==> config.mk <==
export PLATFORM = sky130hd
export DESIGN_NAME = calculator_constant_and_register_store_unit
export DESIGN_NICKNAME = d
export VERILOG_FILES = /design/src/design/ccrs_pkg.sv /design/src/design/ccrs_store.sv /design/src/design/ccrs_slot.sv /design/src/design/calculator_constant_and_register_store_unit.sv
export SDC_FILE = /design/constraint.sdc
export NUM_CORES = 2
export LEC_CHECK = 0
export BUFFER_PORTS_ARGS = -buffer_cell sky130_fd_sc_hd__buf_2
export CAP_MARGIN = 5
export CORE_AREA = 2 2 320 559
export CTS_CLUSTER_SIZE = 24
export DETAILED_ROUTE_END_ITERATION = 8
export DIE_AREA = 0 0 322 561
export PLACE_DENSITY_LB_ADDON = 0.1
export SLEW_MARGIN = 20
export SYNTH_ARGS = -nofsm -noshare
export SYNTH_HDL_FRONTEND = slang
export SYNTH_HIERARCHICAL = 1
export SYNTH_SLANG_ARGS = --single-unit
==> constraint.sdc <==
create_clock -name clk_i -period 6.8 [get_ports clk_i]
set_input_delay 0.34 -clock clk_i [delete_from_list [all_inputs] [get_ports clk_i]]
set_output_delay 0.34 -clock clk_i [all_outputs]
set_load 0.005 [all_outputs]
==> src/design/ccrs_pkg.sv <==
// ----------------------------------------------------------------------------
// ccrs_pkg: shared types and constants of the constant and register store
// Word formats, configuration codes and store geometry.
// ----------------------------------------------------------------------------
package ccrs_pkg;

  localparam int CONST_ENTRIES = 32;
  localparam int REG_ENTRIES   = 8;
  localparam int CONST_AW      = $clog2(CONST_ENTRIES);
  localparam int REG_AW        = 3;

  localparam logic [63:0] REG_RESET = {16{4'hC}};

  localparam logic [15:0] CF_MASK  = 16'h10D0;
  localparam logic [15:0] CF_MATCH = 16'h00C0;
  localparam logic [15:0] RS_MASK0 = 16'hFF0F;
  localparam logic [15:0] RS_MASK1 = 16'hFFEF;
  localparam logic [15:0] RS_MATCH = 16'h0A0F;

  localparam logic [3:0] FN_NONE_A = 4'h0;
  localparam logic [3:0] FN_NONE_B = 4'h8;
  localparam logic [3:0] FN_NONE_C = 4'hA;

  typedef enum logic [1:0] {
    ACT_OTHER  = 2'd0,
    ACT_DRIVE  = 2'd1,
    ACT_SAMPLE = 2'd2,
    ACT_LOAD   = 2'd3
  } action_e;

  typedef enum logic [2:0] {
    CFG_STORE_MODE  = 3'd0,
    CFG_CONST_FIRST = 3'd1,
    CFG_CONST_LIMIT = 3'd2,
    CFG_REG_FIRST   = 3'd3,
    CFG_REG_LIMIT   = 3'd4
  } cfg_idx_e;

  typedef struct packed {
    logic [1:0]  action;
    logic [15:0] instr_word;
    logic [15:0] ext_word;
    logic [63:0] io_in;
    logic [4:0]  rom_index;
  } in_word_t;

  typedef struct packed {
    logic [63:0] io_out;
    logic        io_driven;
  } out_word_t;

  typedef struct packed {
    logic       store_mode;
    logic [6:0] const_first;
    logic [7:0] const_limit;
    logic [5:0] reg_first;
    logic [6:0] reg_limit;
  } cfg_t;

  typedef struct packed {
    logic                rom_we;
    logic [CONST_AW-1:0] rom_waddr;
    logic                reg_we;
    logic [REG_AW-1:0]   reg_waddr;
    logic [CONST_AW-1:0] rom_raddr;
    logic [REG_AW-1:0]   reg_raddr;
  } store_req_t;

endpackage

==> src/design/ccrs_store.sv <==
// ----------------------------------------------------------------------------
// ccrs_store: constant ROM and data register store
// Flop arrays with one write and one read port each; the register store
// resets to every nibble 0xC, the ROM holds whatever was loaded.
// ----------------------------------------------------------------------------
module ccrs_store (
  input  logic                clk_i,
  input  logic                rst_ni,
  input  ccrs_pkg::store_req_t req_i,
  input  logic [63:0]         wdata_i,
  output logic [63:0]         rom_rdata_o,
  output logic [63:0]         reg_rdata_o
);
  import ccrs_pkg::*;

  logic [63:0] rom_q [CONST_ENTRIES];
  logic [63:0] reg_q [REG_ENTRIES];

  always_ff @(posedge clk_i) begin
    if (req_i.rom_we) begin
      rom_q[req_i.rom_waddr] <= wdata_i;
    end
  end

  always_ff @(posedge clk_i or negedge rst_ni) begin
    if (!rst_ni) begin
      for (int i = 0; i < REG_ENTRIES; i++) begin
        reg_q[i] <= REG_RESET;
      end
    end else if (req_i.reg_we) begin
      reg_q[req_i.reg_waddr] <= wdata_i;
    end
  end

  assign rom_rdata_o = rom_q[req_i.rom_raddr];
  assign reg_rdata_o = reg_q[req_i.reg_raddr];

endmodule

==> src/design/ccrs_slot.sv <==
// ----------------------------------------------------------------------------
// ccrs_slot: bus slot decoder and fetch queues
// Decodes one slot, advances the constant and register queues and forms
// the IO result; store accesses go out as one request word.
// ----------------------------------------------------------------------------
module ccrs_slot (
  input  logic                 clk_i,
  input  logic                 rst_ni,
  input  logic                 en_i,
  input  ccrs_pkg::in_word_t   item_i,
  input  ccrs_pkg::cfg_t       cfg_i,
  input  logic [63:0]          rom_rdata_i,
  input  logic [63:0]          reg_rdata_i,
  output ccrs_pkg::store_req_t req_o,
  output ccrs_pkg::out_word_t  res_o
);
  import ccrs_pkg::*;

  logic [15:0] cp_q, cp_d;
  logic [23:0] rp_q, rp_d;

  logic [3:0]  fn;
  logic        c_hit;
  logic [6:0]  c_addr;
  logic        c_take;
  logic [6:0]  c_off;
  logic        r_hit;
  logic [3:0]  r_num;
  logic        r_take;
  logic [2:0]  r_off;
  logic        sto_due;
  logic        rom_ok;
  logic        reg_ok;
  logic        sto_ok;
  logic        load_ok;

  assign fn     = item_i.instr_word[11:8];
  assign c_hit  = ((item_i.instr_word & CF_MASK) == CF_MATCH) && (fn != FN_NONE_A)
                  && (fn != FN_NONE_B) && (fn != FN_NONE_C);
  assign c_addr = {item_i.ext_word[10:7], item_i.ext_word[5:3]};
  assign c_take = c_hit && (c_addr >= cfg_i.const_first)
                  && ({1'b0, c_addr} < cfg_i.const_limit);
  assign c_off  = c_addr - cfg_i.const_first;

  always_comb begin
    if (!cfg_i.store_mode) begin
      r_hit = (item_i.instr_word & RS_MASK0) == RS_MATCH;
      r_num = {1'b0, item_i.instr_word[7:5]};
    end else begin
      r_hit = (item_i.instr_word & RS_MASK1) == RS_MATCH;
      r_num = rp_q[4] ? 4'h0 : item_i.io_in[3:0];
    end
  end

  assign r_take  = r_hit && ({2'b00, r_num} >= cfg_i.reg_first)
                   && ({3'b000, r_num} < cfg_i.reg_limit);
  assign r_off   = r_num[2:0] - cfg_i.reg_first[2:0];
  assign sto_due = rp_q[0] && !rp_q[4];

  assign rom_ok  = {1'b0, cp_q[14:8]} < 8'(CONST_ENTRIES);
  assign reg_ok  = {1'b0, rp_q[15:13]} < 4'(REG_ENTRIES);
  assign sto_ok  = {1'b0, rp_q[7:5]} < 4'(REG_ENTRIES);
  assign load_ok = {1'b0, item_i.rom_index} < 6'(CONST_ENTRIES);

  always_comb begin
    cp_d            = cp_q;
    rp_d            = rp_q;
    res_o.io_out    = item_i.io_in;
    res_o.io_driven = 1'b0;
    req_o.rom_we    = 1'b0;
    req_o.rom_waddr = item_i.rom_index[CONST_AW-1:0];
    req_o.reg_we    = 1'b0;
    req_o.reg_waddr = rp_q[7:5];
    req_o.rom_raddr = cp_q[8 +: CONST_AW];
    req_o.reg_raddr = rp_q[15:13];
    unique case (action_e'(item_i.action))
      ACT_DRIVE: begin
        cp_d = {8'h00, cp_q[15:8]};
        rp_d = {8'h00, rp_q[23:8]};
        if (cp_q[15]) begin
          res_o.io_driven = 1'b1;
          res_o.io_out    = rom_ok ? rom_rdata_i : 64'h0;
        end
        if (rp_q[12]) begin
          res_o.io_driven = 1'b1;
          res_o.io_out    = reg_ok ? reg_rdata_i : 64'h0;
        end
      end
      ACT_SAMPLE: begin
        if (c_take) begin
          cp_d[15:8] = cp_q[15:8] | {1'b1, c_off};
        end
        req_o.reg_we = en_i && sto_due && sto_ok;
        if (r_take) begin
          rp_d[23:16] = rp_q[23:16] | {r_off, item_i.instr_word[4:0]};
        end
      end
      ACT_LOAD: begin
        req_o.rom_we = en_i && load_ok;
      end
      default: begin
      end
    endcase
  end

  always_ff @(posedge clk_i or negedge rst_ni) begin
    if (!rst_ni) begin
      cp_q <= '0;
      rp_q <= '0;
    end else if (en_i) begin
      cp_q <= cp_d;
      rp_q <= rp_d;
    end
  end

endmodule

==> src/design/calculator_constant_and_register_store_unit.sv <==
// ----------------------------------------------------------------------------
// calculator_constant_and_register_store_unit: constant ROM and register store
// Bus slot engine: input register, slot decode with store access, result
// register, plus the configuration registers.
//
//   channel   handshake                   payload
//   in        in_valid_i / in_ready_o     in_word_i   (ccrs_pkg::in_word_t)
//   out       out_valid_o / out_ready_i   out_word_o  (ccrs_pkg::out_word_t)
//   cfg       cfg_we_i                    cfg_idx_i, cfg_data_i
//
// One word per cycle while the result is not stalled; a taken word passes
// through the input register, the combinational decode and store access,
// and the result register.
// A stalled result holds the input register, which then blocks new words.
// Reset empties the queues, restores the default configuration and fills
// the register store with 0xC nibbles; ROM contents stay unknown until loaded.
// ----------------------------------------------------------------------------
module calculator_constant_and_register_store_unit (
  input  logic                clk_i,
  input  logic                rst_ni,
  input  logic                in_valid_i,
  output logic                in_ready_o,
  input  ccrs_pkg::in_word_t  in_word_i,
  output logic                out_valid_o,
  input  logic                out_ready_i,
  output ccrs_pkg::out_word_t out_word_o,
  input  logic                cfg_we_i,
  input  logic [2:0]          cfg_idx_i,
  input  logic [7:0]          cfg_data_i
);
  import ccrs_pkg::*;

  logic       s1_valid_q;
  in_word_t   s1_q;
  logic       out_valid_q;
  out_word_t  out_q;
  out_word_t  res;
  logic       adv;
  cfg_t       cfg_q;
  store_req_t req;
  logic [63:0] rom_rdata;
  logic [63:0] reg_rdata;

  assign adv        = s1_valid_q && (!out_valid_q || out_ready_i);
  assign in_ready_o = !s1_valid_q || adv;

  always_ff @(posedge clk_i or negedge rst_ni) begin
    if (!rst_ni) begin
      s1_valid_q <= 1'b0;
    end else if (in_ready_o) begin
      s1_valid_q <= in_valid_i;
    end
  end

  always_ff @(posedge clk_i) begin
    if (in_ready_o && in_valid_i) begin
      s1_q <= in_word_i;
    end
  end

  always_ff @(posedge clk_i or negedge rst_ni) begin
    if (!rst_ni) begin
      out_valid_q <= 1'b0;
    end else if (adv) begin
      out_valid_q <= 1'b1;
    end else if (out_ready_i) begin
      out_valid_q <= 1'b0;
    end
  end

  always_ff @(posedge clk_i) begin
    if (adv) begin
      out_q <= res;
    end
  end

  always_ff @(posedge clk_i or negedge rst_ni) begin
    if (!rst_ni) begin
      cfg_q.store_mode  <= 1'b0;
      cfg_q.const_first <= 7'd0;
      cfg_q.const_limit <= 8'd16;
      cfg_q.reg_first   <= 6'd0;
      cfg_q.reg_limit   <= 7'd2;
    end else if (cfg_we_i) begin
      unique case (cfg_idx_i)
        CFG_STORE_MODE:  cfg_q.store_mode  <= cfg_data_i[0];
        CFG_CONST_FIRST: cfg_q.const_first <= cfg_data_i[6:0];
        CFG_CONST_LIMIT: cfg_q.const_limit <= cfg_data_i;
        CFG_REG_FIRST:   cfg_q.reg_first   <= cfg_data_i[5:0];
        CFG_REG_LIMIT:   cfg_q.reg_limit   <= cfg_data_i[6:0];
        default: begin
        end
      endcase
    end
  end

  ccrs_slot u_slot (
    .clk_i       (clk_i),
    .rst_ni      (rst_ni),
    .en_i        (adv),
    .item_i      (s1_q),
    .cfg_i       (cfg_q),
    .rom_rdata_i (rom_rdata),
    .reg_rdata_i (reg_rdata),
    .req_o       (req),
    .res_o       (res)
  );

  ccrs_store u_store (
    .clk_i       (clk_i),
    .rst_ni      (rst_ni),
    .req_i       (req),
    .wdata_i     (s1_q.io_in),
    .rom_rdata_o (rom_rdata),
    .reg_rdata_o (reg_rdata)
  );

  assign out_valid_o = out_valid_q;
  assign out_word_o  = out_q;

  a_stall_holds: assert property (@(posedge clk_i) disable iff (!rst_ni)
    out_valid_q && !out_ready_i |-> !adv)
    else $error("slot advanced into a stalled result register");

  a_drive_only: assert property (@(posedge clk_i) disable iff (!rst_ni)
    adv && res.io_driven |-> s1_q.action == ACT_DRIVE)
    else $error("IO driven outside a drive slot");

  a_pass_through: assert property (@(posedge clk_i) disable iff (!rst_ni)
    adv |=> out_q.io_driven || (out_q.io_out == $past(s1_q.io_in)))
    else $error("undriven slot altered the IO word");

  a_block_cause: assert property (@(posedge clk_i) disable iff (!rst_ni)
    !in_ready_o |-> s1_valid_q && out_valid_q && !out_ready_i)
    else $error("input blocked without a stalled result");

endmodule
* Yosys cells after proc, flatten, opt, wreduce, memory -nomap -nowiden
Memory sizes are Yosys's and may differ from the RTL's.
Index checks and enable logic that the tools add are counted.
W data, S select, Z words.
** Operators by class
- Multipliers :: 0
- Divide/modulo/power cells :: 0
- Reduce and logical (&&, ||, !) cells :: 29
- Bitwise logic cells :: 4
- $lt $le $gt $ge :: 8
- Eq/ne operators :: 14
- Shifts and indexed selects :: 0
- Add/subtract/negate cells :: 2
- Multiplexer cells :: 23
** Operators by type and width (number)
- $bwmux W512 :: 1
- $mux W64 :: 4
- $mux W65 :: 3
- $bmux W64 S3 :: 1
- $demux W64 S3 :: 1
- $pmux W8 S2 :: 2
- $mux W8 :: 2
- $or A8 B8 Y8 :: 2
- $eq A15 B11 Y1 const B :: 1
- $eq A12 B8 Y1 const B :: 1
- $logic_and A1 B1 Y1 :: 12
- $reduce_and A2 Y1 :: 6
- $ge A4 B4 Y1 const B :: 2
- $lt A7 B8 Y1 :: 1
- $mux W4 :: 2
- $ne A4 B4 Y1 const B :: 2
- $not A3 Y4 :: 2
- $ge A7 B7 Y1 :: 1
- $lt A4 B7 Y1 :: 1
- $lt A7 B6 Y1 const B :: 1
- $mux W1 :: 7
- $sub A7 B7 Y7 :: 1
- $eq A3 B2 Y1 const B :: 2
- $ge A4 B6 Y1 :: 1
- 14 further kinds :: 21
** Word-level totals
- Output and inout bits :: 67
- Bits of input ports :: 119
- Memories :: 1
- Register bits :: 738
- Bits in writable memories :: 2048
- Memory bits (read-only) :: 0
- Word-level logic and storage cells :: 106
- Latch bits :: 0
** Memories
- u_store.rom_q :: depth 32, bits a word 64, read ports 1, clocked after memory_dff 0, wr ports 1, line ccrs_store.sv:16 : logic [63:0] rom_q [CONST_ENTRIES];

* Logic depth before layout (Yosys ltp)
- Depth after elaboration :: 8
- Mapped depth :: 11
- Depth with buffers taken out :: 10

* Cells and area by module
The synthesis kept the hierarchy.
** Modules (own cells, without submodules)
- ccrs_store :: cells an instance 4449, times used 1, sequential area each 74631.6 um^2, area each 99437.9 um^2
- calculator_constant_and_register_store_unit :: cells an instance 242, times used 1, sequential area each 5823.1 um^2, area each 6291.0 um^2
- ccrs_slot :: cells an instance 413, times used 1, sequential area each 575.6 um^2, area each 2945.3 um^2

* Worst setup path before layout
OpenSTA, ideal clock, no wires.
- Path kind :: reg2reg
- From :: register out_valid_q (netlist: out_valid_o)
- To :: memory u_store.rom_q[12][0] (enable)
- Cell stages (with the launch flop) :: 7
- Library setup time :: 486 ps
- Data required time :: 6314 ps
- Period minus slack after synthesis :: 6261 ps
- Buffers on the path :: 1
- Arrival :: 5774 ps
- Path slack :: 539 ps
- Cells stage by stage :: dfrtp_1 -> nand2b_1 -> and2_1 -> and3_1 -> or3b_2 -> clkbuf_1 -> nor2_1
** RTL lines
- start, declared :: line calculator_constant_and_register_store_unit.sv:35 : logic out_valid_q;
- start signal, assigned :: line calculator_constant_and_register_store_unit.sv:63 : out_valid_q <= 1'b0;
- start signal, assigned :: line calculator_constant_and_register_store_unit.sv:65 : out_valid_q <= 1'b1;
- start signal, assigned :: line calculator_constant_and_register_store_unit.sv:67 : out_valid_q <= 1'b0;
- end, declared :: line ccrs_store.sv:16

==> metrics.yaml <==
slew_viol_final: 0
syn_to_final_growth_pct: 12.5
power_mw: 33.1
start_util_pct: 61.6
crit-reg2reg-capture: "out_word_o[36]$_DFFE_PP_"
dieHeight_um: 561
dp.cells: 7379
worstHoldPathType: "in -> async"
syn_area_per_cell_um2: 21.3
die_w_um: 322
rows: 204
place.gp.congestion: 0.765
rrSetupSlack_ns: 2.55
crit_arrival_ns: 4.95
syn_inst: 5095
regArea_um2: 80800
cp_max_fo: 37
drive_above_1_share_pct: 40.4
antenna_left: 0
crit_path_end_kind: "flop"
critPathSlowestCell: "or2_4"
grt_pass1_vias: 56100
worst_ep_required_time_ns: 7.50
hold_buffers: 110
track_usage_pct: 30.1
post_cts_buffers: 0
dr_total_vias: 54200
worst_pin_slew_ns: 1.19
cp_cell_sequence: "nand2_1 > or2_4 > buf_4 > o22ai_1 > nor4_1 > a22oi_1 > o21ai_0"
grt_max_degree: 167
period_share_pct: 62.5
fin_setup_tns_ns: 0
multi_input_area_um2: 26400
path_clk_slew_ns: 0.07
setup_violations: 0
numCtsBuffers: 237
drt_iter0_markers: 6105
fmax_mhz: 235
firstDrtPassIters: 7
drt-total-wl_mm: 269
crit_end: "out_word_o[36]$_DFFE_PP_"
die-area_um2: 181000
cts_resized: 0
start_kind: "flop"
clkSinkCount: 2773
crit_start: "u_slot/cp_q[12]$_DFFE_PN0P_"
r2r_start: "u_slot/cp_q[12]$_DFFE_PN0P_"
status: "completed"
ios: 186
htreeDepth: 4
power_density_nw_per_um2: 272
numPortBuffers: 176
gr-total-overflow: 0
maxCapViolations: 0
leakage_nw: 41.2
syn_nets: 5236
ys_warn_count: 6
final.min_clock_period_ns: 4.25
fin_cells: 7971
cts_tree: "done"
dpl.hpwl_mm: 143
clk-insertion-delay-late_ns: 0.87
fp.coreArea_um2: 176000
fillCellCount: 10900
critical_path_class: "reg -> reg"
grt_pass1_wl_mm: 386
viasPerCell: 6.80
synth_area_um2: 108000
rr_worst_depth: 7
skew_ns: 0.0471
peakVddDrop_mv: 0.245
fin_nets: 5650
rsz0062_at_grt: "no"
wl_per_cell_um: 33.7
slew-limit-headroom_pct: 20.6
drc: 0
cts_buffer_depth: 4
fin_util_pct: 69.2
antenna_found_initial: 12
max_stage_delay_ns: 0.90
final_hold_viol_count: 0
clockRootBuffer: "clkbuf_16"
-- how the worst min path moves through the flow --
stage               depth (start not counted)                              to
CTS                                         2              s1_q[53]$_DFFE_PP_
global placement                            1  u_store/reg_q[196]$_DFFE_PN0P_
floorplan                                   0            cfg_q[0]$_DFFE_PN0P_
finish                                      2    u_store/reg_q[4]$_DFFE_PN0P_
detailed placement                          1    u_store/reg_q[4]$_DFFE_PN0P_
global route                                2              s1_q[38]$_DFFE_PP_
-- sequential cells by signal (all words and copies together), names as in the netlist --
register / cells
cfg_q: 29
out_valid_o: 1
out_word_o: 65
u_store/rom_q: 2048
u_slot/rp_q: 15
s1_valid_q: 1
u_store/reg_q: 512
u_slot/cp_q: 8
s1_q: 94
-- cell usage in the layout, fill, tap and decap left out, types with 5 or more instances in the layout --
cell type	n
mux2_1	8
clkbuf_8	10
nand4b_1	6
clkbuf_1	53
a22oi_1	64
dfrtp_4	7
nand2_1	84
o21ai_0	72
clkbuf_16	241
dfstp_2	258
nor2_1	8
a211oi_1	16
buf_8	51
dfrtp_1	301
a22o_1	5
nor2b_1	18
o22ai_1	229
clkbuf_4	5
mux2_2	619
bufinv_16	20
mux4_2	643
clkinv_2	41
buf_2	175
ha_1	20
nor4_1	55
buf_12	26
a21oi_1	9
nor2_4	32
clkinv_1	44
nand3b_1	7
buf_4	117
nor3_1	10
inv_1	29
edfxtp_1	2207
dlygate4sd3_1	110
mux2_4	7
nand2b_1	11
clkinvlp_4	8
-- stage by stage --
stage                     hold slack, ns  instance area (um^2)  setup WS, ns
after global routing               0.158                122000          2.49
after detailed placement           0.460                113000          2.64
after CTS                          0.116                121000          2.65
final                              0.146                122000          2.55
after global placement             0.444                112000          2.66
after floorplan                   0.0444                108000         0.539
-- report_power, final --
group	internal (mW)	leakage [nW]	switching, mW
Combinational	0.425	10.7	0.697
Clock	7.38	3.69	5.95
Sequential	18.5	26.8	0.144
Total	26.3	41.2	6.79
-- layer usage --
layer	vias up	GRT usage, %	part of all wire, %
met3	543	3.92	7.0
li1	21900	-	-
met1	29300	39.5	37
met4	2	9.99	3.6
met2	2502	52.6	53
met5	-	0	0.0037
-- worst max-delay path, delay by kind of cell, from the launching register on --
family	cells	cell delay (ns)
buffers and inverters	1	0.44
DFF	1	0.68
and+or+nand+nor	3	2.46
AOI/OAI and AO/OA	3	0.48
-- cell type report --
type / instances / share of cell area, %
sequential: 2773 / 66.3
multi-input combinational: 1983 / 21.6
clock buffer: 309 / 5.25
timing repair buffer: 485 / 3.49
tap: 2266 / 2.33
clock inverter: 125 / 0.939
inverter: 29 / 0.0893
antenna: 1 / 0.00205
Power figures use the tool's default switching activity.
